### config.mk
export PLATFORM = sky130hd
export DESIGN_NAME = keyed_table_engine
export DESIGN_NICKNAME = d
export VERILOG_FILES = /design/src/design/kte_pkg.sv /design/src/design/kte_ram.sv /design/src/design/keyed_table_engine.sv
export VERILOG_INCLUDE_DIRS = /design/src /design/src/design
export SDC_FILE = /design/constraint.sdc
export NUM_CORES = 1
export LEC_CHECK = 0
export ABC_AREA = 1
export BUFFER_PORTS_ARGS = -buffer_cell sky130_fd_sc_hd__buf_2
export CORE_MARGIN = 3
export CORE_UTILIZATION = 40
export DETAILED_ROUTE_END_ITERATION = 7
export MAX_ROUTING_LAYER = met4
export PLACE_DENSITY_LB_ADDON = 0.05
export REMOVE_ABC_BUFFERS = 1
export SETUP_SLACK_MARGIN = 0.2
export SLEW_MARGIN = 25
export SYNTH_ARGS = -nofsm -noshare
export SYNTH_HDL_FRONTEND = slang
export SYNTH_SLANG_ARGS = --single-unit
### constraint.sdc
create_clock -name clk_i -period 4.9 [get_ports clk_i]
set_input_delay 0.49 -clock clk_i [delete_from_list [all_inputs] [get_ports clk_i]]
set_output_delay 0.49 -clock clk_i [all_outputs]
set_load 0.05 [all_outputs]
### src/design/assert_macros.svh
// assertion helpers included by keyed_table_engine.sv
`ifndef ASSERT_MACROS_SVH
`define ASSERT_MACROS_SVH

// checked on every rising clock edge, also while reset is asserted
`define KTE_ASSERT_ALWAYS(lbl, prop, msg) \
  lbl: assert property (@(posedge clk_i) prop) else $error(msg);

// checked only outside reset
`define KTE_ASSERT(lbl, prop, msg) \
  lbl: assert property (@(posedge clk_i) disable iff (!rst_ni) prop) else $error(msg);

`endif

### src/design/kte_pkg.sv
`timescale 1ns / 1ps
`default_nettype none

package kte_pkg;

  localparam int unsigned Depth    = 16;
  localparam int unsigned KeyW     = 16;
  localparam int unsigned ValW     = 32;
  localparam int unsigned IdxW     = $clog2(Depth);
  localparam int unsigned CntW     = $clog2(Depth + 1);
  localparam int unsigned OpW      = 2;
  localparam int unsigned StatusW  = 2;

  typedef enum logic [OpW-1:0] {
    OP_ADD    = 2'd0,
    OP_DELETE = 2'd1,
    OP_UPDATE = 2'd2,
    OP_GET    = 2'd3
  } op_e;

  typedef enum logic [StatusW-1:0] {
    STAT_OK        = 2'd0,
    STAT_FULL      = 2'd1,
    STAT_DUP       = 2'd2,
    STAT_NOT_FOUND = 2'd3
  } status_e;

  typedef struct packed {
    logic [KeyW-1:0] key;
    logic [ValW-1:0] value;
  } entry_t;

endpackage

`default_nettype wire

### src/design/kte_ram.sv
`timescale 1ns / 1ps
`default_nettype none

module kte_ram #(
  parameter int unsigned Width = 48,
  parameter int unsigned Depth = 16
) (
  input  wire logic                     clk_i,
  input  wire logic                     we_i,
  input  wire logic [$clog2(Depth)-1:0] waddr_i,
  input  wire logic [Width-1:0]         wdata_i,
  input  wire logic [$clog2(Depth)-1:0] raddr_i,
  output logic      [Width-1:0]         rdata_o
);

  logic [Width-1:0] mem [Depth];

  always_ff @(posedge clk_i) begin
    if (we_i) begin
      mem[waddr_i] <= wdata_i;
    end
    rdata_o <= mem[raddr_i];
  end

endmodule

`default_nettype wire

### src/design/keyed_table_engine.sv
`timescale 1ns / 1ps
`default_nettype none
`include "assert_macros.svh"

// keyed table engine: up to 16 unique keys, each with a 32-bit value, kept
// compacted in insertion order in one single-port-write, one-read ram.
// a request beat is taken when start is high and busy is low; it carries
// operation_i (add, delete, update, get), key_i, new_key_i and value_i.
// exactly one result beat follows, shown for one cycle with done_o high:
// status_o, found_key_o, found_value_o and entry_total_o.
// an add to a full table answers without a scan. otherwise the stored
// entries are read one per cycle through the ram read port; a delete then
// moves each later entry down, one per cycle, before the result.
// busy stays high from the accepted beat until the result cycle ends.
// capacity_i is written with capacity_we_i; the user must do so only while
// the block is idle, the block itself does not enforce it. limits above 16
// saturate at 16. reset empties the table and sets capacity to 16; ram
// contents are not cleared and are never read before written.
// the receiver cannot stall: the result is gone after its one cycle.
module keyed_table_engine (
  input  wire logic                           clk_i,
  input  wire logic                           rst_ni,
  input  wire logic                           start,
  output logic                                busy,
  input  wire logic [kte_pkg::OpW-1:0]        operation_i,
  input  wire logic [kte_pkg::KeyW-1:0]       key_i,
  input  wire logic [kte_pkg::KeyW-1:0]       new_key_i,
  input  wire logic [kte_pkg::ValW-1:0]       value_i,
  input  wire logic                           capacity_we_i,
  input  wire logic [kte_pkg::CntW-1:0]       capacity_i,
  output logic                                done_o,
  output logic      [kte_pkg::StatusW-1:0]    status_o,
  output logic      [kte_pkg::KeyW-1:0]       found_key_o,
  output logic      [kte_pkg::ValW-1:0]       found_value_o,
  output logic      [kte_pkg::CntW-1:0]       entry_total_o
);
  import kte_pkg::*;

  localparam logic [1:0] S_IDLE  = 2'd0;
  localparam logic [1:0] S_SCAN  = 2'd1;
  localparam logic [1:0] S_EVAL  = 2'd2;
  localparam logic [1:0] S_SHIFT = 2'd3;

  logic [1:0]      state_q, state_d;
  logic            done_q, done_d;
  logic [CntW-1:0] count_q, count_d;
  logic [CntW-1:0] cap_q;
  logic [IdxW-1:0] idx_q, idx_d;
  logic [IdxW-1:0] pos_q, pos_d;
  logic            found_q, found_d;
  logic            dup_q, dup_d;

  op_e             op_q, op_d;
  logic [KeyW-1:0] key_q, key_d;
  logic [KeyW-1:0] nkey_q, nkey_d;
  logic [ValW-1:0] val_q, val_d;
  status_e         res_status_q, res_status_d;
  logic [KeyW-1:0] res_key_q, res_key_d;
  logic [ValW-1:0] res_val_q, res_val_d;

  logic            mem_we;
  logic [IdxW-1:0] mem_waddr;
  entry_t          mem_wdata;
  logic [IdxW-1:0] mem_raddr;
  entry_t          mem_rdata;

  logic [CntW-1:0] limit;
  logic [CntW-1:0] idx_next;
  logic [CntW-1:0] pos_next;

  kte_ram #(
    .Width($bits(entry_t)),
    .Depth(Depth)
  ) u_ram (
    .clk_i  (clk_i),
    .we_i   (mem_we),
    .waddr_i(mem_waddr),
    .wdata_i(mem_wdata),
    .raddr_i(mem_raddr),
    .rdata_o(mem_rdata)
  );

  assign limit    = (cap_q < CntW'(Depth)) ? cap_q : CntW'(Depth);
  assign idx_next = CntW'(idx_q) + CntW'(1);
  assign pos_next = CntW'(pos_q) + CntW'(1);

  always_comb begin
    state_d      = state_q;
    done_d       = 1'b0;
    count_d      = count_q;
    idx_d        = idx_q;
    pos_d        = pos_q;
    found_d      = found_q;
    dup_d        = dup_q;
    op_d         = op_q;
    key_d        = key_q;
    nkey_d       = nkey_q;
    val_d        = val_q;
    res_status_d = res_status_q;
    res_key_d    = res_key_q;
    res_val_d    = res_val_q;
    mem_we       = 1'b0;
    mem_waddr    = pos_q;
    mem_wdata    = '{key: nkey_q, value: val_q};
    mem_raddr    = '0;

    unique case (state_q)
      S_IDLE: begin
        if (start && !done_q) begin
          op_d         = op_e'(operation_i);
          key_d        = key_i;
          nkey_d       = new_key_i;
          val_d        = value_i;
          found_d      = 1'b0;
          dup_d        = 1'b0;
          idx_d        = '0;
          res_key_d    = '0;
          res_val_d    = '0;
          res_status_d = STAT_OK;
          if (op_e'(operation_i) == OP_ADD && count_q >= limit) begin
            res_status_d = STAT_FULL;
            done_d       = 1'b1;
            state_d      = S_IDLE;
          end else if (count_q == '0) begin
            state_d = S_EVAL;
          end else begin
            state_d = S_SCAN;
          end
        end
      end

      S_SCAN: begin
        if (mem_rdata.key == key_q) begin
          if (!found_q) begin
            found_d   = 1'b1;
            pos_d     = idx_q;
            res_val_d = mem_rdata.value;
          end
        end else if (mem_rdata.key == nkey_q) begin
          dup_d = 1'b1;
        end
        if (idx_next == count_q) begin
          state_d = S_EVAL;
        end else begin
          idx_d     = idx_next[IdxW-1:0];
          mem_raddr = idx_next[IdxW-1:0];
        end
      end

      S_EVAL: begin
        state_d = S_IDLE;
        done_d  = 1'b1;
        unique case (op_q)
          OP_ADD: begin
            res_val_d = '0;
            if (found_q) begin
              res_status_d = STAT_DUP;
            end else begin
              mem_we    = 1'b1;
              mem_waddr = count_q[IdxW-1:0];
              mem_wdata = '{key: key_q, value: val_q};
              count_d   = count_q + CntW'(1);
            end
          end
          OP_DELETE: begin
            res_val_d = '0;
            if (!found_q) begin
              res_status_d = STAT_NOT_FOUND;
            end else if (pos_next == count_q) begin
              count_d = count_q - CntW'(1);
            end else begin
              done_d    = 1'b0;
              state_d   = S_SHIFT;
              idx_d     = pos_next[IdxW-1:0];
              mem_raddr = pos_next[IdxW-1:0];
            end
          end
          OP_UPDATE: begin
            res_val_d = '0;
            if (dup_q) begin
              res_status_d = STAT_DUP;
            end else if (!found_q) begin
              res_status_d = STAT_NOT_FOUND;
            end else begin
              mem_we = 1'b1;
            end
          end
          OP_GET: begin
            if (!found_q) begin
              res_status_d = STAT_NOT_FOUND;
              res_val_d    = '0;
            end else begin
              res_key_d = key_q;
            end
          end
          default: begin
            res_val_d = '0;
          end
        endcase
      end

      S_SHIFT: begin
        mem_we    = 1'b1;
        mem_waddr = idx_q - IdxW'(1);
        mem_wdata = mem_rdata;
        if (idx_next == count_q) begin
          count_d = count_q - CntW'(1);
          done_d  = 1'b1;
          state_d = S_IDLE;
        end else begin
          idx_d     = idx_next[IdxW-1:0];
          mem_raddr = idx_next[IdxW-1:0];
        end
      end

      default: begin
        state_d = S_IDLE;
      end
    endcase
  end

  always_ff @(posedge clk_i or negedge rst_ni) begin
    if (!rst_ni) begin
      state_q <= S_IDLE;
      done_q  <= 1'b0;
      count_q <= '0;
      cap_q   <= CntW'(Depth);
    end else begin
      state_q <= state_d;
      done_q  <= done_d;
      count_q <= count_d;
      if (capacity_we_i) begin
        cap_q <= capacity_i;
      end
    end
  end

  always_ff @(posedge clk_i) begin
    idx_q        <= idx_d;
    pos_q        <= pos_d;
    found_q      <= found_d;
    dup_q        <= dup_d;
    op_q         <= op_d;
    key_q        <= key_d;
    nkey_q       <= nkey_d;
    val_q        <= val_d;
    res_status_q <= res_status_d;
    res_key_q    <= res_key_d;
    res_val_q    <= res_val_d;
  end

  // done cycle counts as busy so no beat is taken before the result leaves
  assign busy          = (state_q != S_IDLE) || done_q;
  assign done_o        = done_q;
  assign status_o      = res_status_q;
  assign found_key_o   = res_key_q;
  assign found_value_o = res_val_q;
  assign entry_total_o = count_q;

  `KTE_ASSERT_ALWAYS(a_count_bound, (count_q <= CntW'(Depth)), "entry count above depth")
  `KTE_ASSERT(a_count_step, ((count_q == $past(count_q)) || (count_q == $past(count_q) + CntW'(1)) || (count_q + CntW'(1) == $past(count_q))), "entry count jumped")
  `KTE_ASSERT(a_accept_busy, ((start && !busy) |=> busy), "no busy after accepted beat")
  `KTE_ASSERT(a_done_idle, (done_o |-> (state_q == S_IDLE)), "result shown while work pending")
  `KTE_ASSERT(a_shift_found, ((state_q == S_SHIFT) |-> (found_q && op_q == OP_DELETE)), "shift without a found delete")

endmodule

`default_nettype wire

== After elaboration in Yosys (flattened, before gate mapping) ==
Memory sizes are Yosys's and may differ from the RTL's. A register that Yosys moved wholly into a read port is not among the register bits.
Index checks and enable logic that the tools add are counted.

* Output and inout bits: 57
* Flip-flop bits (word level): 139
* Logic and storage cells: 148
* Memories: 1
* Memory bits (writable): 768
* Input port bits: 75

{| class="wikitable"
|+ Memories
! name !! words !! width !! read ports !! clocked after memory_dff !! write ports !! line !! text
|-
| u_ram.mem || 16 || 48 || 1 || 1 || 1 || kte_ram.sv:16 || <nowiki>logic [Width-1:0] mem [Depth];</nowiki>
|}

* Bitwise operators: 1
* Add/subtract/negate cells: 5
* Multiplexer cells: 70
* $lt $le $gt $ge: 2
* Reductions and logical operators: 26
* Equality and inequality tests: 28

{| class="wikitable"
|+ Operators by type and width
! cell !! number
|-
| two-way mux 32 bit || 4
|-
| two-way mux 48 bit || 2
|-
| one-hot mux 32 bit (3 select lines) || 1
|-
| one-hot mux 48 bit (2 select lines) || 1
|-
| one-hot mux 32 bit (2 select lines) || 1
|-
| two-way mux 16 bit || 3
|-
| two-way mux 4 bit || 11
|-
| equality test 16 bit || 2
|-
| one-hot mux 16 bit (2 select lines) || 1
|-
| two-way mux 5 bit || 5
|-
| two-way mux 2 bit || 12
|-
| != test 2 bit, second input constant || 11
|-
| one-hot mux 5 bit (2 select lines) || 2
|-
| two-way mux 1 bit || 16
|-
| one-hot mux 4 bit (2 select lines) || 2
|-
| != test 3 bit, second input constant || 5
|-
| one-hot mux 4 bit (3 select lines) || 1
|-
| AND reduction 3 bit || 4
|-
| adder 4 x 1 -> 5 bit, second input constant || 2
|-
| equality test 5 bit || 2
|-
| AND reduction 5 bit || 2
|-
| equality test 2 bit, second input constant || 4
|-
| one-hot mux 1 bit (2 select lines) || 4
|-
| one-hot mux 2 bit (4 select lines) || 1
|-
| other kinds (24) || 33
|}

== Depth between registers and ports, before layout ==
Gate-level depths: netlist of run 1.

* Depth after elaboration: 7
* Gate-level depth with buffers: 18
* Mapped depth without buffers: 16

== Cells and area by module ==
A second synthesis of run 1 with hierarchy kept.

* Cells, all modules: 3862
* Area total of the unflattened synthesis: 40885.5 um^2

{| class="wikitable"
|+ Modules (own cells, without submodules)
! module !! times used !! cells an instance !! seq. area each (um^2) !! area an instance (um^2)
|-
| kte_ram || 1 || 3165 || 24023.0 || 33988.8
|-
| keyed_table_engine || 1 || 697 || 4110.2 || 6896.6
|}

== Least setup slack after synthesis of run 1 ==
OpenSTA, ideal clock, no wires.

* Path type: register to register
* Start: register state_q[0]
* End: register res_status_q[0], in the netlist status_o[0], enable pin
* Stages on the path, launching flop included: 7
* Library setup time: 338 ps
* Period minus slack after synthesis: 4527 ps
* Required time: 4562 ps
* Data arrival time: 4189 ps
* Path buffers: 1
* Slack: 373 ps
* Cells stage by stage: dfrtp_1 buf_2 nor2_1 inv_1 nor2_1 inv_1 o31ai_1

* Cells in the longest elaborated chain, start to end: 3
* Elaborated cells between the ends (all ways): 6
* Classes of those cells: eq/ne (3); reduce/logical (3)

{| class="wikitable"
|+ Ends and longest elaborated chain
! element !! line !! text
|-
| start, declared || keyed_table_engine.sv:44 || <nowiki>logic [1:0] state_q, state_d;</nowiki>
|-
| start signal, assigned || keyed_table_engine.sv:229 || <nowiki>state_q <= state_d;</nowiki>
|-
| equality test 2 bit or zero test 2 bit (tied branches) || keyed_table_engine.sv:107 || <nowiki>unique case (state_q)</nowiki>
|-
| != test 3 bit (no line) (tied with other cells) || n/a ||
|-
| AND reduction 3 bit (no line) (*) || n/a ||
|-
| end signal, assigned || keyed_table_engine.sv:247 || <nowiki>res_status_q <= res_status_d;</nowiki>
|-
| end, declared || keyed_table_engine.sv:57 || <nowiki>status_e res_status_q, res_status_d;</nowiki>
|}

Mark *: on every way between the ends. The rest lies on a longest branch, timed or not.
A chain may end at the register's enable or synchronous reset.

== Worst setup path after layout of run 1 ==
* Start: register state_q[1]
* End: memory u_ram.mem[12][25], enable pin

* Cells in the longest elaborated chain, start to end: 4
* Elaborated cells between the ends (all ways): 6
* Classes of those cells: eq/ne (2); mux (4)

{| class="wikitable"
|+ Ends and longest elaborated chain
! element !! line !! text
|-
| equality test 2 bit || keyed_table_engine.sv:107 ||
|-
| one-hot mux 1 bit (2 select lines) || keyed_table_engine.sv:107 ||
|-
| two-way mux 1 bit || kte_ram.sv:19 || <nowiki>if (we_i) begin</nowiki>
|-
| two-way mux 1 bit (implied by the code) || kte_ram.sv:20 || <nowiki>mem[waddr_i] <= wdata_i;</nowiki>
|-
| end, declared || kte_ram.sv:16 ||
|}

Parallel ways exist; a longest one is shown, timed or not.

==> flow_summary.rst, run 1 <==
.. list-table::
   :header-rows: 1

   * - Metric
     - Value
   * - Run status
     - complete, no violations
   * - Pre-CTS worst setup slack
     - 1080 ps
   * - Total clock buffers created by CTS
     - 106
   * - Largest net degree at the start of global routing
     - 138
   * - Worst hold path endpoint
     - cap_q[1]
   * - Largest fanout on the critical path
     - 35
   * - Average detailed-routed wire length per instance
     - 21.3 um
   * - Initial antenna violation count
     - 1
   * - Insertion delay to the later sink of the worst-skew pair
     - 690 ps
   * - Clock tree from TritonCTS
     - done
   * - Type of the tightest min-delay check
     - in2reg
   * - Cell Rows
     - 117
   * - Width of the chip
     - 328 um
   * - Required time of the worst setup path
     - 5230 ps
   * - Unrepaired setup endpoints after global routing
     - false
   * - Final setup viols
     - 0
   * - Buffers added on ports
     - 131
   * - Setup clock skew after layout
     - 22.9 ps
   * - Startpoint of the tightest hold check path
     - capacity_i[1]
   * - Total power density per cell area
     - 347 mW/mm^2
   * - Cell Int Power
     - 13400 uW
   * - Count of hold-fix buffers inserted at cts
     - 69
   * - Combinational group share of total power
     - 0.5%
   * - Switching portion of total power
     - 19.5%
   * - Number of flip-flops and latches in the synthesized netlist
     - 955
   * - Synth warn
     - 0
   * - Share of the clock period used by the worst path after layout
     - 76.7%
   * - Tmin final
     - 3760 ps
   * - Floorplan die area
     - 0.107 sq mm
   * - R2r setup slk
     - 1140 ps
   * - Reg2Reg Capture Point
     - u_ram.mem[12][25]
   * - Max Fclk
     - 266 MHz
   * - Residual overflow from global routing
     - 0
   * - Violation count after the first detailed-routing iteration
     - 2048
   * - Iteration count of the initial detailed-routing pass
     - 5
   * - Endpoint type of the worst setup path
     - flip-flop
   * - Top cell type by total area after synthesis
     - sky130_fd_sc_hd__edfxtp_1
   * - Cell types occupying the most area after synthesis
     - sky130_fd_sc_hd__edfxtp_1, sky130_fd_sc_hd__nand3_1, sky130_fd_sc_hd__nand2_1
   * - Clock slew at reported path FFs
     - 60 ps
   * - Slew at the pin closest to its max-slew limit
     - 1070 ps
   * - Final count of hold timing violations
     - 0
   * - Cell area after technology mapping
     - 0.0414 sq mm
   * - Io pins
     - 132
   * - Root buffer cell
     - sky130_fd_sc_hd__clkbuf_16
   * - CTS Buffer Depth
     - 3
   * - Final worst hold slack
     - 58.0 ps
   * - Number of max-slew violations in the final report
     - 0
   * - Crit path arrival time
     - 4090 ps
   * - Sw power
     - 3250 uW
   * - Maximum resistive drop on vdd
     - 0.287 mV
   * - Post-cts sizing count
     - 0
   * - Core Box Area
     - 0.102 sq mm
   * - Commonest cells after routing, fill and taps aside
     - sky130_fd_sc_hd__nand3_1, sky130_fd_sc_hd__edfxtp_1, sky130_fd_sc_hd__nand2_1
   * - Commonest non-fill, non-tap cell in the layout
     - sky130_fd_sc_hd__nand3_1
   * - Post CTS Setup Buffer Count
     - 0
   * - Fraction of final layout cells sized beyond drive strength 1
     - 10.6%
   * - H-tree levels
     - 3
   * - Number of distinct library cells after synthesis
     - 42
   * - DRC violation count after routing
     - 0
   * - Y dimension of the die
     - 328 um
   * - Synthesized netlist cell count
     - 3804
   * - Worst reg-to-reg path cell count
     - 7
   * - Number of antenna-violating nets in the routed design
     - 0
   * - Reported max-cap violation count
     - 0
   * - Placed wire-length estimate
     - 59.3 mm
   * - Sequential fraction of the synthesis area
     - 68.0%
   * - Part of the power in the clock network
     - 46.6%
   * - Last weighted congestion value of the routability-driven placer
     - 0.811
   * - Max_slew headroom
     - 28.5%
   * - Initial Utilization
     - 40.5%
   * - Reg-to-reg critical path startpoint
     - state_q[1]
   * - Detailed Route WL
     - 116 mm
   * - Final worst slack
     - 1140 ps
   * - Depth of the worst hold-timing path
     - 2
   * - Worst setup path category
     - reg2reg
   * - Proportion of netlist area held by the largest area contributor
     - 64.9%
   * - Count of antenna diodes in the layout
     - 0
   * - First-pass GRT wire length
     - 174 mm
   * - Mapped Avg Cell Area
     - 10.9 sq um
   * - Kind of start point of the critical path
     - flip-flop
   * - Area added between synthesis and finish
     - 16.0%
   * - Sequential Power Share
     - 52.8%
   * - Count of clock tree sinks
     - 955
   * - Via total after detailed routing
     - 27400
   * - Cell leakage power
     - 0.0197 uW
   * - Routed vias/inst
     - 5.03
   * - Vias in the first global route
     - 26600
   * - All-layer global routing usage
     - 22.1%
   * - # nets final
     - 4067
[synth_stat cells (all sizes together)]
cell type and count:
o211ai 10, nor2 113, xnor2 11, inv 632, o31ai 3, o211a 1, dfstp 1, nor4 4
o21ai 66, o21a 1, or2 1, a31oi 1, nor3 3, nand3b 144, edfxtp 894, dfxtp 48
ha 10, clkinv 2, buf 187, a221oi 3, mux2 3, nand4 7, a21oi 19, a311oi 1
o21bai 1, o221ai 8, dfrtp 12, nand2 649, xor2 19, o22ai 9, clkbuf 41, nand3 900
[through the flow]
stage	utilization [%]	instance area (sq um)	instances	total power [uW]	setup TNS, ps
floorplan	-	40200	3576	8980	-324860
global placement	42.9	43800	5170	9020	0
detailed placement	42.9	43900	5173	9020	0
CTS	46.9	47900	5442	16800	0
global route	46.9	48000	5442	17200	0
finish	46.9	48000	5442	16700	0
[metal layers]
metal	global-route usage, %	part of all wire (%)	up-vias
met4	5.22	2.1	0
met1	29.5	46	13400
met3	3.09	4.2	149
met5	-	0	-
met2	36.1	48	588
li1	-	-	13200
[how the worst max path moves through the flow]
stage	slack, ps	from	end
after floorplan	-6770	state_q[1]	u_ram.rdata_o[18]
final	1140	state_q[1]	u_ram.mem[12][25]
after CTS	1040	state_q[1]	u_ram.mem[12][25]
after detailed placement	1080	state_q[1]	u_ram.mem[12][36]
after global placement	1130	state_q[1]	u_ram.mem[12][36]
after global routing	950	state_q[1]	u_ram.mem[12][21]
[power by group through the flow]
stage                     registers [uW]  clock network, uW  logic (uW)
after floorplan                     8970                  0        12.0
after global placement              8970                  0        48.1
after detailed placement            8970                  0        48.8
after CTS                           8800               7960        91.5
after global routing                8790               8280         101
final                               8800               7770        91.0
[kinds of logic (layout without fill, tap and decap cells)]
kind of cell	after synthesis	in the layout	share of synthesized area, %
adders and majority gates	10	10	0.303
muxes	3	3	0.0817
AOI/OAI and AO/OA	123	123	1.78
and+or+nand+nor	1821	1821	20.7
xor gates and xnor gates	30	30	0.635
DFF	955	955	68.0
buffers and inverters	862	1132	8.45
[state kept, by name, indices dropped and copies added, names as in the netlist, 2 cells and up]
signal,cells
u_ram.mem,768
u_ram.rdata_o,48
found_value_o,32
val_q,32
found_key_o,16
key_q,16
nkey_q,16
cap_q,5
entry_total_o,5
idx_q,4
pos_q,4
op_q,2
state_q,2
status_o,2
[critical path, cell delays in order, from the launching register on]
cell	delay, ps
sky130_fd_sc_hd__dfrtp_1	790
sky130_fd_sc_hd__nand2_4	460
sky130_fd_sc_hd__inv_1	500
sky130_fd_sc_hd__a31oi_1	170
sky130_fd_sc_hd__nor2_1	190
sky130_fd_sc_hd__nand2_1	260
sky130_fd_sc_hd__nor2_4	570
sky130_fd_sc_hd__buf_4	440
[layout make-up]
class / instances / area, sq um
clock inverters: 36 / 363
fillers: 9591 / 54200
repair buffers: 298 / 2360
inverters: 634 / 2390
well taps: 1368 / 1710
multi-input cells: 1987 / 9970
clock buffers: 164 / 3020
flip-flops and latches: 955 / 28100
No activity file was read; power rests on OpenSTA's default activity.
==> inputs of run 2 (changes only) <==
Clock period 4.9 ns to 3.9 ns, I/O delays scaled along.
==> run 2 against run 1 <==
Cell count up 0.96%; fmax up 10%; clock skew down 3.8 ps; total power up 29%; sequential share of layout area down 0.89 points; non-clock buffer count up 48; critical path depth up 3; sequential power up 26%; via count up 1.1%; core utilization up 0.72 points; count of clock-buffer cells in the layout down 15; hold slack better by 99 ps.
==> flow_summary.rst, run 2 (synthesis results as in run 1) <==
.. list-table::
   :header-rows: 1

   * - Metric
     - Value
   * - Buffers added on ports
     - 131 (unchanged)
   * - Regs by FF count
     - u_ram.mem x768, u_ram.rdata_o x48 (unchanged)
   * - Number of antenna-violating nets in the routed design
     - 0 (unchanged)
   * - Unrepaired setup endpoints after global routing
     - false (unchanged)
   * - Number of gates on the worst path with buffers counted
     - 10 (was 7)
   * - Count of antenna diodes in the layout
     - 0 (unchanged)
   * - Placed wire-length estimate
     - 60.9 mm (was 59.3 mm)
   * - Max_slew headroom
     - 35.3% (was 28.5%)
   * - Average detailed-routed wire length per instance
     - 21.5 um (was 21.3 um)
   * - Detailed Route WL
     - 118 mm (was 116 mm)
   * - Kind of start point of the critical path
     - flip-flop (unchanged)
   * - Io pins
     - 132 (unchanged)
   * - Last weighted congestion value of the routability-driven placer
     - 0.824 (was 0.811)
   * - Run status
     - complete, no violations (unchanged)
   * - All-layer global routing usage
     - 22.7% (was 22.1%)
   * - Worst setup path category
     - reg2reg (unchanged)
   * - Reg-to-reg critical path startpoint
     - op_q[1] (was state_q[1])
   * - Instance count after placement with tap cells included
     - 5209 (was 5173)
   * - Max Fclk
     - 294 MHz (was 266 MHz)
   * - Buffers & Inverters on Critical Path
     - 3 (was 2)
   * - Crit path arrival time
     - 3750 ps (was 4090 ps)
   * - Floorplan die area
     - 0.107 sq mm (unchanged)
   * - Slew at the pin closest to its max-slew limit
     - 971 ps (was 1070 ps)
   * - Type of the tightest min-delay check
     - in2async (was in2reg)
   * - Setup clock skew after layout
     - 19.2 ps (was 22.9 ps)
   * - DRC violation count after routing
     - 0 (unchanged)
   * - Total clock buffers created by CTS
     - 108 (was 106)
   * - Insertion delay to the later sink of the worst-skew pair
     - 690 ps (about the same)
   * - Via total after detailed routing
     - 27700 (was 27400)
   * - Commonest non-fill, non-tap cell in the layout
     - sky130_fd_sc_hd__nand3_1 (unchanged)
   * - Largest reg by FF count
     - u_ram.mem (unchanged)
   * - Endpoint type of the worst setup path
     - flip-flop (unchanged)
   * - Post CTS Setup Buffer Count
     - 0 (unchanged)
   * - Count of clock tree sinks
     - 955 (unchanged)
   * - Commonest cells after routing, fill and taps aside
     - sky130_fd_sc_hd__nand3_1, sky130_fd_sc_hd__edfxtp_1, sky130_fd_sc_hd__nand2_1 (unchanged)
   * - Reported max-cap violation count
     - 0 (unchanged)
   * - Clock slew at reported path FFs
     - 60 ps (about the same)
   * - Width of the chip
     - 328 um (unchanged)
   * - Violation count after the first detailed-routing iteration
     - 2230 (was 2048)
   * - Total negative slack
     - 0 ps (unchanged)
   * - Crit path from
     - op_q[1] (was state_q[1])
   * - Crit path largest cell delay
     - 840 ps (was 790 ps)
   * - Vias in the first global route
     - 27000 (was 26600)
   * - Final count of hold timing violations
     - 0 (unchanged)
   * - Share of the clock period used by the worst path after layout
     - 87.2% (was 76.7%)
   * - Finished Layout Cells
     - 5494 (was 5442)
   * - Final setup viols
     - 0 (unchanged)
   * - Required time of the worst setup path
     - 4250 ps (was 5230 ps)
   * - Flip-flop count of the largest register, all copies and words added
     - 768 (unchanged)
   * - Core Box Area
     - 0.102 sq mm (unchanged)
   * - Largest net degree at the start of global routing
     - 157 (was 138)
   * - Residual overflow from global routing
     - 0 (unchanged)
   * - Routed vias/inst
     - 5.04 (was 5.03)
   * - Cell leakage power
     - 0.0201 uW (was 0.0197 uW)
   * - # nets final
     - 4117 (was 4067)
   * - Fraction of final layout cells sized beyond drive strength 1
     - 11.6% (was 10.6%)
   * - Largest fanout on the critical path
     - 31 (was 35)
   * - R2r setup slk
     - 500 ps (was 1140 ps)
   * - Kind of cell adding the most delay to the critical path
     - simple AND/OR/NAND/NOR gates (unchanged)
   * - Initial antenna violation count
     - 0 (was 1)
   * - H-tree levels
     - 3 (unchanged)
   * - Worst reg-to-reg path cell count
     - 10 (was 7)
   * - Finished layout cell area
     - 0.0487 sq mm (was 0.0480 sq mm)
   * - First-pass GRT wire length
     - 178 mm (was 174 mm)
   * - Initial Utilization
     - 40.5% (unchanged)
   * - Cell Rows
     - 117 (unchanged)
   * - Iteration count of the initial detailed-routing pass
     - 6 (was 5)
   * - Area added between synthesis and finish
     - 17.8% (was 16.0%)
   * - Maximum resistive drop on vdd
     - 0.318 mV (was 0.287 mV)
   * - Root buffer cell
     - sky130_fd_sc_hd__clkbuf_16 (unchanged)
   * - Clock tree from TritonCTS
     - done (unchanged)
   * - Core Util, Final
     - 47.7% (was 46.9%)
   * - CTS Buffer Depth
     - 3 (unchanged)
   * - Tmin final
     - 3400 ps (was 3760 ps)
   * - Total power density per cell area
     - 441 mW/mm^2 (was 347 mW/mm^2)
   * - Crit path cell chain
     - nor2_1 > inv_1 > nor2_1 > clkinv_1 > o21ai_0 > nand3_1 > o21ai_0 > nand2_1 > nor2_4 > buf_12 (was nand2_4 > inv_1 > a31oi_1 > nor2_1 > nand2_1 > nor2_4 > buf_4)
   * - Y dimension of the die
     - 328 um (unchanged)
   * - Number of max-slew violations in the final report
     - 0 (unchanged)
   * - Worst-path cell with the longest stage delay
     - sky130_fd_sc_hd__nor2_4 (was sky130_fd_sc_hd__dfrtp_1)
   * - Placed cell area
     - 0.0443 sq mm (was 0.0439 sq mm)
-- run 2: per-stage QoR --
stage	hold WS, ps	total power, uW	setup WS [ps]
after detailed placement	336	11300	496
after global placement	337	11300	445
after floorplan	94.4	11300	-7770
final	157	21500	500
after CTS	118	21700	448
after global routing	156	22100	263
-- run 2: what timing repair did --
item,CTS,global route
endpoints found under the hold margin,84,0
gates resized for setup,0,0
hold buffers,79,0
-- run 2: final timing paths --
| path | endpoint |
|---|---|
| worst max-delay path | u_ram.mem[7][43] |
| worst min-delay path | cap_q[3] |
| worst max register to register | u_ram.mem[7][43] |
| max in group asynchronous | cap_q[4] |
| worst min register to register | found_value_o[1] |
| min in group clk_i | state_q[0] |
-- run 2: layer usage --
layer / GRT usage (%) / part of all wire, % / vias up
met4: 5.45 / 2.1 / 0
met5: - / 0 / -
met3: 2.92 / 4.1 / 161
met1: 30.5 / 45 / 13600
li1: - / - / 13300
met2: 36.9 / 48 / 636
-- run 2: report_power, final --
group	internal, uW	switching [uW]	leakage, uW
Sequential	11100	2.56	0.00965
Clock	6170	4100	0.00178
Combinational	88.6	37.7	0.00864
Total	17300	4140	0.0201
-- run 2: cell type report --
cell class                 instances  area, sq um
clock inverter                    55          566
sequential                       955        28100
multi-input combinational       1987         9930
clock buffer                     149         3050
timing repair buffer             346         2920
tap                             1368         1710
inverter                         634         2390
fill                            9408        53500
-- run 2: worst reg2reg max path: stages, from the launching register on --
cell	delay (ps)
sky130_fd_sc_hd__edfxtp_1	420
sky130_fd_sc_hd__nor2_1	160
sky130_fd_sc_hd__inv_1	60
sky130_fd_sc_hd__nor2_1	130
sky130_fd_sc_hd__clkinv_1	200
sky130_fd_sc_hd__o21ai_0	220
sky130_fd_sc_hd__nand3_1	80
sky130_fd_sc_hd__o21ai_0	190
sky130_fd_sc_hd__nand2_1	370
sky130_fd_sc_hd__nor2_4	840
sky130_fd_sc_hd__buf_12	370
==> inputs of run 3 (changes only) <==
Settings changed: BUFFER_PORTS_ARGS -buffer_cell sky130_fd_sc_hd__buf_2 to not set, CORE_MARGIN 3 to not set, DONT_BUFFER_PORTS set to 1.
==> run 3 against run 2 <==
Non-clock buffer count shrank 140; sequential cell count did not move; die area fell by 2.4%; critical path type unchanged; largest cell class unchanged; highest routed layer unchanged; sequential share of layout area rose by 0.92 points; hold slack worse by 21 ps; via count is 0.32% lower; sequential power barely moved; worst setup slack gained 78 ps; cell count down 2.6%; first-iteration DRC count increased by 3.1%.
==> flow_summary.rst, run 3 (synthesis results as in run 1) <==
.. list-table::
   :header-rows: 1

   * - Metric
     - Value
   * - Cell Rows
     - 117 (unchanged)
   * - Setup clock skew after layout
     - 23.9 ps (was 19.2 ps)
   * - Largest fanout on the critical path
     - 19 (was 31)
   * - Worst setup path category
     - reg2reg (unchanged)
   * - Clock slew at reported path FFs
     - 60 ps (about the same)
   * - Share of the clock period used by the worst path after layout
     - 85.2% (was 87.2%)
   * - Width of the chip
     - 324 um (was 328 um)
   * - Total power density per cell area
     - 445 mW/mm^2 (was 441 mW/mm^2)
   * - Pre-CTS worst setup slack
     - 607 ps (was 496 ps)
   * - All-layer global routing usage
     - 23.0% (was 22.7%)
   * - Number of antenna-violating nets in the routed design
     - 0 (unchanged)
   * - Insertion delay to the later sink of the worst-skew pair
     - 680 ps (was 690 ps)
   * - Largest net degree at the start of global routing
     - 146 (was 157)
   * - Fraction of final layout cells sized beyond drive strength 1
     - 8.74% (was 11.6%)
   * - First-pass GRT wire length
     - 175 mm (was 178 mm)
   * - Average detailed-routed wire length per instance
     - 21.8 um (was 21.5 um)
   * - CTS Buffer Depth
     - 3 (unchanged)
   * - Endpoint type of the worst setup path
     - flip-flop (unchanged)
   * - Residual overflow from global routing
     - 0 (unchanged)
   * - Finished layout cell area
     - 0.0479 sq mm (was 0.0487 sq mm)
   * - Iteration count of the initial detailed-routing pass
     - 5 (was 6)
   * - Total negative slack
     - 0 ps (unchanged)
   * - Flip-flop count of the largest register, all copies and words added
     - 768 (unchanged)
   * - Regs by FF count
     - u_ram.mem x768, u_ram.rdata_o x48 (unchanged)
   * - Placed cell area
     - 0.0436 sq mm (was 0.0443 sq mm)
   * - Final count of hold timing violations
     - 0 (unchanged)
   * - Number of inserted filler cells in the final layout
     - 9463 (was 9408)
   * - Largest reg by FF count
     - u_ram.mem (unchanged)
   * - H-tree levels
     - 3 (unchanged)
   * - Commonest non-fill, non-tap cell in the layout
     - sky130_fd_sc_hd__nand3_1 (unchanged)
   * - Floorplan die area
     - 0.105 sq mm (was 0.107 sq mm)
   * - Violation count after the first detailed-routing iteration
     - 2300 (was 2230)
   * - Unrepaired setup endpoints after global routing
     - false (unchanged)
   * - Slew at the pin closest to its max-slew limit
     - 965 ps (was 971 ps)
   * - Run status
     - complete, no violations (unchanged)
   * - Count of antenna diodes in the layout
     - 0 (unchanged)
   * - Max_slew headroom
     - 35.6% (was 35.3%)
   * - Post CTS Setup Buffer Count
     - 0 (unchanged)
   * - Buffers added on ports
     - 0 (was 131)
   * - Cell leakage power
     - 0.0194 uW (was 0.0201 uW)
   * - Final setup viols
     - 0 (unchanged)
   * - Initial antenna violation count
     - 0 (unchanged)
   * - Max Fclk
     - 301 MHz (was 294 MHz)
   * - Type of the tightest min-delay check
     - in2reg (was in2async)
   * - Last weighted congestion value of the routability-driven placer
     - 0.847 (was 0.824)
   * - Core Box Area
     - 0.102 sq mm (unchanged)
   * - Io pins
     - 132 (unchanged)
   * - Kind of start point of the critical path
     - flip-flop (unchanged)
   * - Detailed Route WL
     - 116 mm (was 118 mm)
   * - Routed vias/inst
     - 5.16 (was 5.04)
   * - Initial Utilization
     - 40.5% (unchanged)
   * - Count of clock tree sinks
     - 955 (unchanged)
   * - Total power
     - 21300 uW (was 21500 uW)
   * - Final worst slack
     - 578 ps (was 500 ps)
   * - Commonest cells after routing, fill and taps aside
     - sky130_fd_sc_hd__nand3_1, sky130_fd_sc_hd__edfxtp_1, sky130_fd_sc_hd__nand2_1 (unchanged)
   * - Final worst hold slack
     - 136 ps (was 157 ps)
   * - Area added between synthesis and finish
     - 15.9% (was 17.8%)
   * - Y dimension of the die
     - 324 um (was 328 um)
   * - # nets final
     - 3975 (was 4117)
   * - Post-cts sizing count
     - 0 (unchanged)
   * - Tmin final
     - 3320 ps (was 3400 ps)
   * - Required time of the worst setup path
     - 4260 ps (was 4250 ps)
   * - Root buffer cell
     - sky130_fd_sc_hd__clkbuf_16 (unchanged)
   * - Crit path arrival time
     - 3690 ps (was 3750 ps)
   * - Vias in the first global route
     - 27500 (was 27000)
   * - Total clock buffers created by CTS
     - 106 (was 108)
   * - DRC violation count after routing
     - 0 (unchanged)
   * - Placed wire-length estimate
     - 64.4 mm (was 60.9 mm)
   * - Count of hold-fix buffers inserted at cts
     - 73 (was 79)
   * - Via total after detailed routing
     - 27600 (was 27700)
   * - Maximum resistive drop on vdd
     - 0.360 mV (was 0.318 mV)
   * - Clock tree from TritonCTS
     - done (unchanged)
   * - Number of max-slew violations in the final report
     - 0 (unchanged)
   * - Reported max-cap violation count
     - 0 (unchanged)
## run 3: cell types whose count changed in the layout (fill, tap and decap cells not counted), moves of 3 or more
cell                            delta
sky130_fd_sc_hd__buf_12            +5
sky130_fd_sc_hd__buf_2           -130
sky130_fd_sc_hd__buf_4             -7
sky130_fd_sc_hd__clkbuf_1          +4
sky130_fd_sc_hd__clkbuf_16         -3
sky130_fd_sc_hd__clkbuf_8          +6
sky130_fd_sc_hd__clkinv_1         -12
sky130_fd_sc_hd__dlygate4sd3_1     -6
sky130_fd_sc_hd__inv_6             +3
## run 3: worst max-delay path, cell delays in order, from the launching register on
cell	delay, ps
sky130_fd_sc_hd__edfxtp_1	420
sky130_fd_sc_hd__nor2_1	160
sky130_fd_sc_hd__inv_1	60
sky130_fd_sc_hd__nor2_1	170
sky130_fd_sc_hd__clkinv_1	450
sky130_fd_sc_hd__a21oi_1	240
sky130_fd_sc_hd__o21ai_0	100
sky130_fd_sc_hd__nand3_1	80
sky130_fd_sc_hd__o21ai_0	150
sky130_fd_sc_hd__inv_1	110
sky130_fd_sc_hd__nand2_1	230
sky130_fd_sc_hd__nor2_4	560
sky130_fd_sc_hd__buf_12	260
## run 3: layer usage
layer  vias to the layer above  share of wire [%]  wire length [um]  GRT usage, %
met2                       632                 48             55700          37.1
met1                     13800                 46             53400          30.8
met5                         -                  0                 0             -
li1                      13000                  -                 -             -
met4                         0                2.1              2470          5.72
met3                       155                4.1              4820          3.13
## run 3: stage by stage
stage               std cells  util, %
finish                   5349     46.9
global route             5349     46.9
CTS                      5349     46.9
detailed placement       5077     42.7
global placement         5074     42.7
floorplan                3576        -
## run 3: layout make-up
type                            instances  area (sq um)  share of cell area [%]
Timing Repair Buffer                  206          2200                    4.60
Inverter                              634          2390                    4.98
Sequential cell                       955         28100                    58.7
Multi-Input combinational cell       1987          9930                    20.7
Clock inverter                         43           490                    1.02
Tap cell                             1368          1710                    3.57
Clock buffer                          156          3070                    6.41
## run 3: worst paths after layout
| check | startpoint | end | slack [ps] | cells after the start |
|---|---|---|---|---|
| min in group asynchronous | rst_ni | done_o | 230 | 1 |
| worst max-delay path | op_q[1] | u_ram.mem[14][25] | 580 | 12 |
| worst min-delay path | start | key_q[5] | 140 | 2 |
| worst min register to register | cap_q[2] | cap_q[2] | 520 | 1 |
| worst max register to register | op_q[1] | u_ram.mem[14][25] | 580 | 12 |
| max in group asynchronous | rst_ni | entry_total_o[3] | 3180 | 1 |
## run 3: power by group
part / switching, uW / leakage, uW / internal [uW] / total, uW
Clock: 4140 / 0.00176 / 6050 / 10200
Sequential: 2.47 / 0.00965 / 11000 / 11100
Combinational: 27.1 / 0.00799 / 57.7 / 84.8
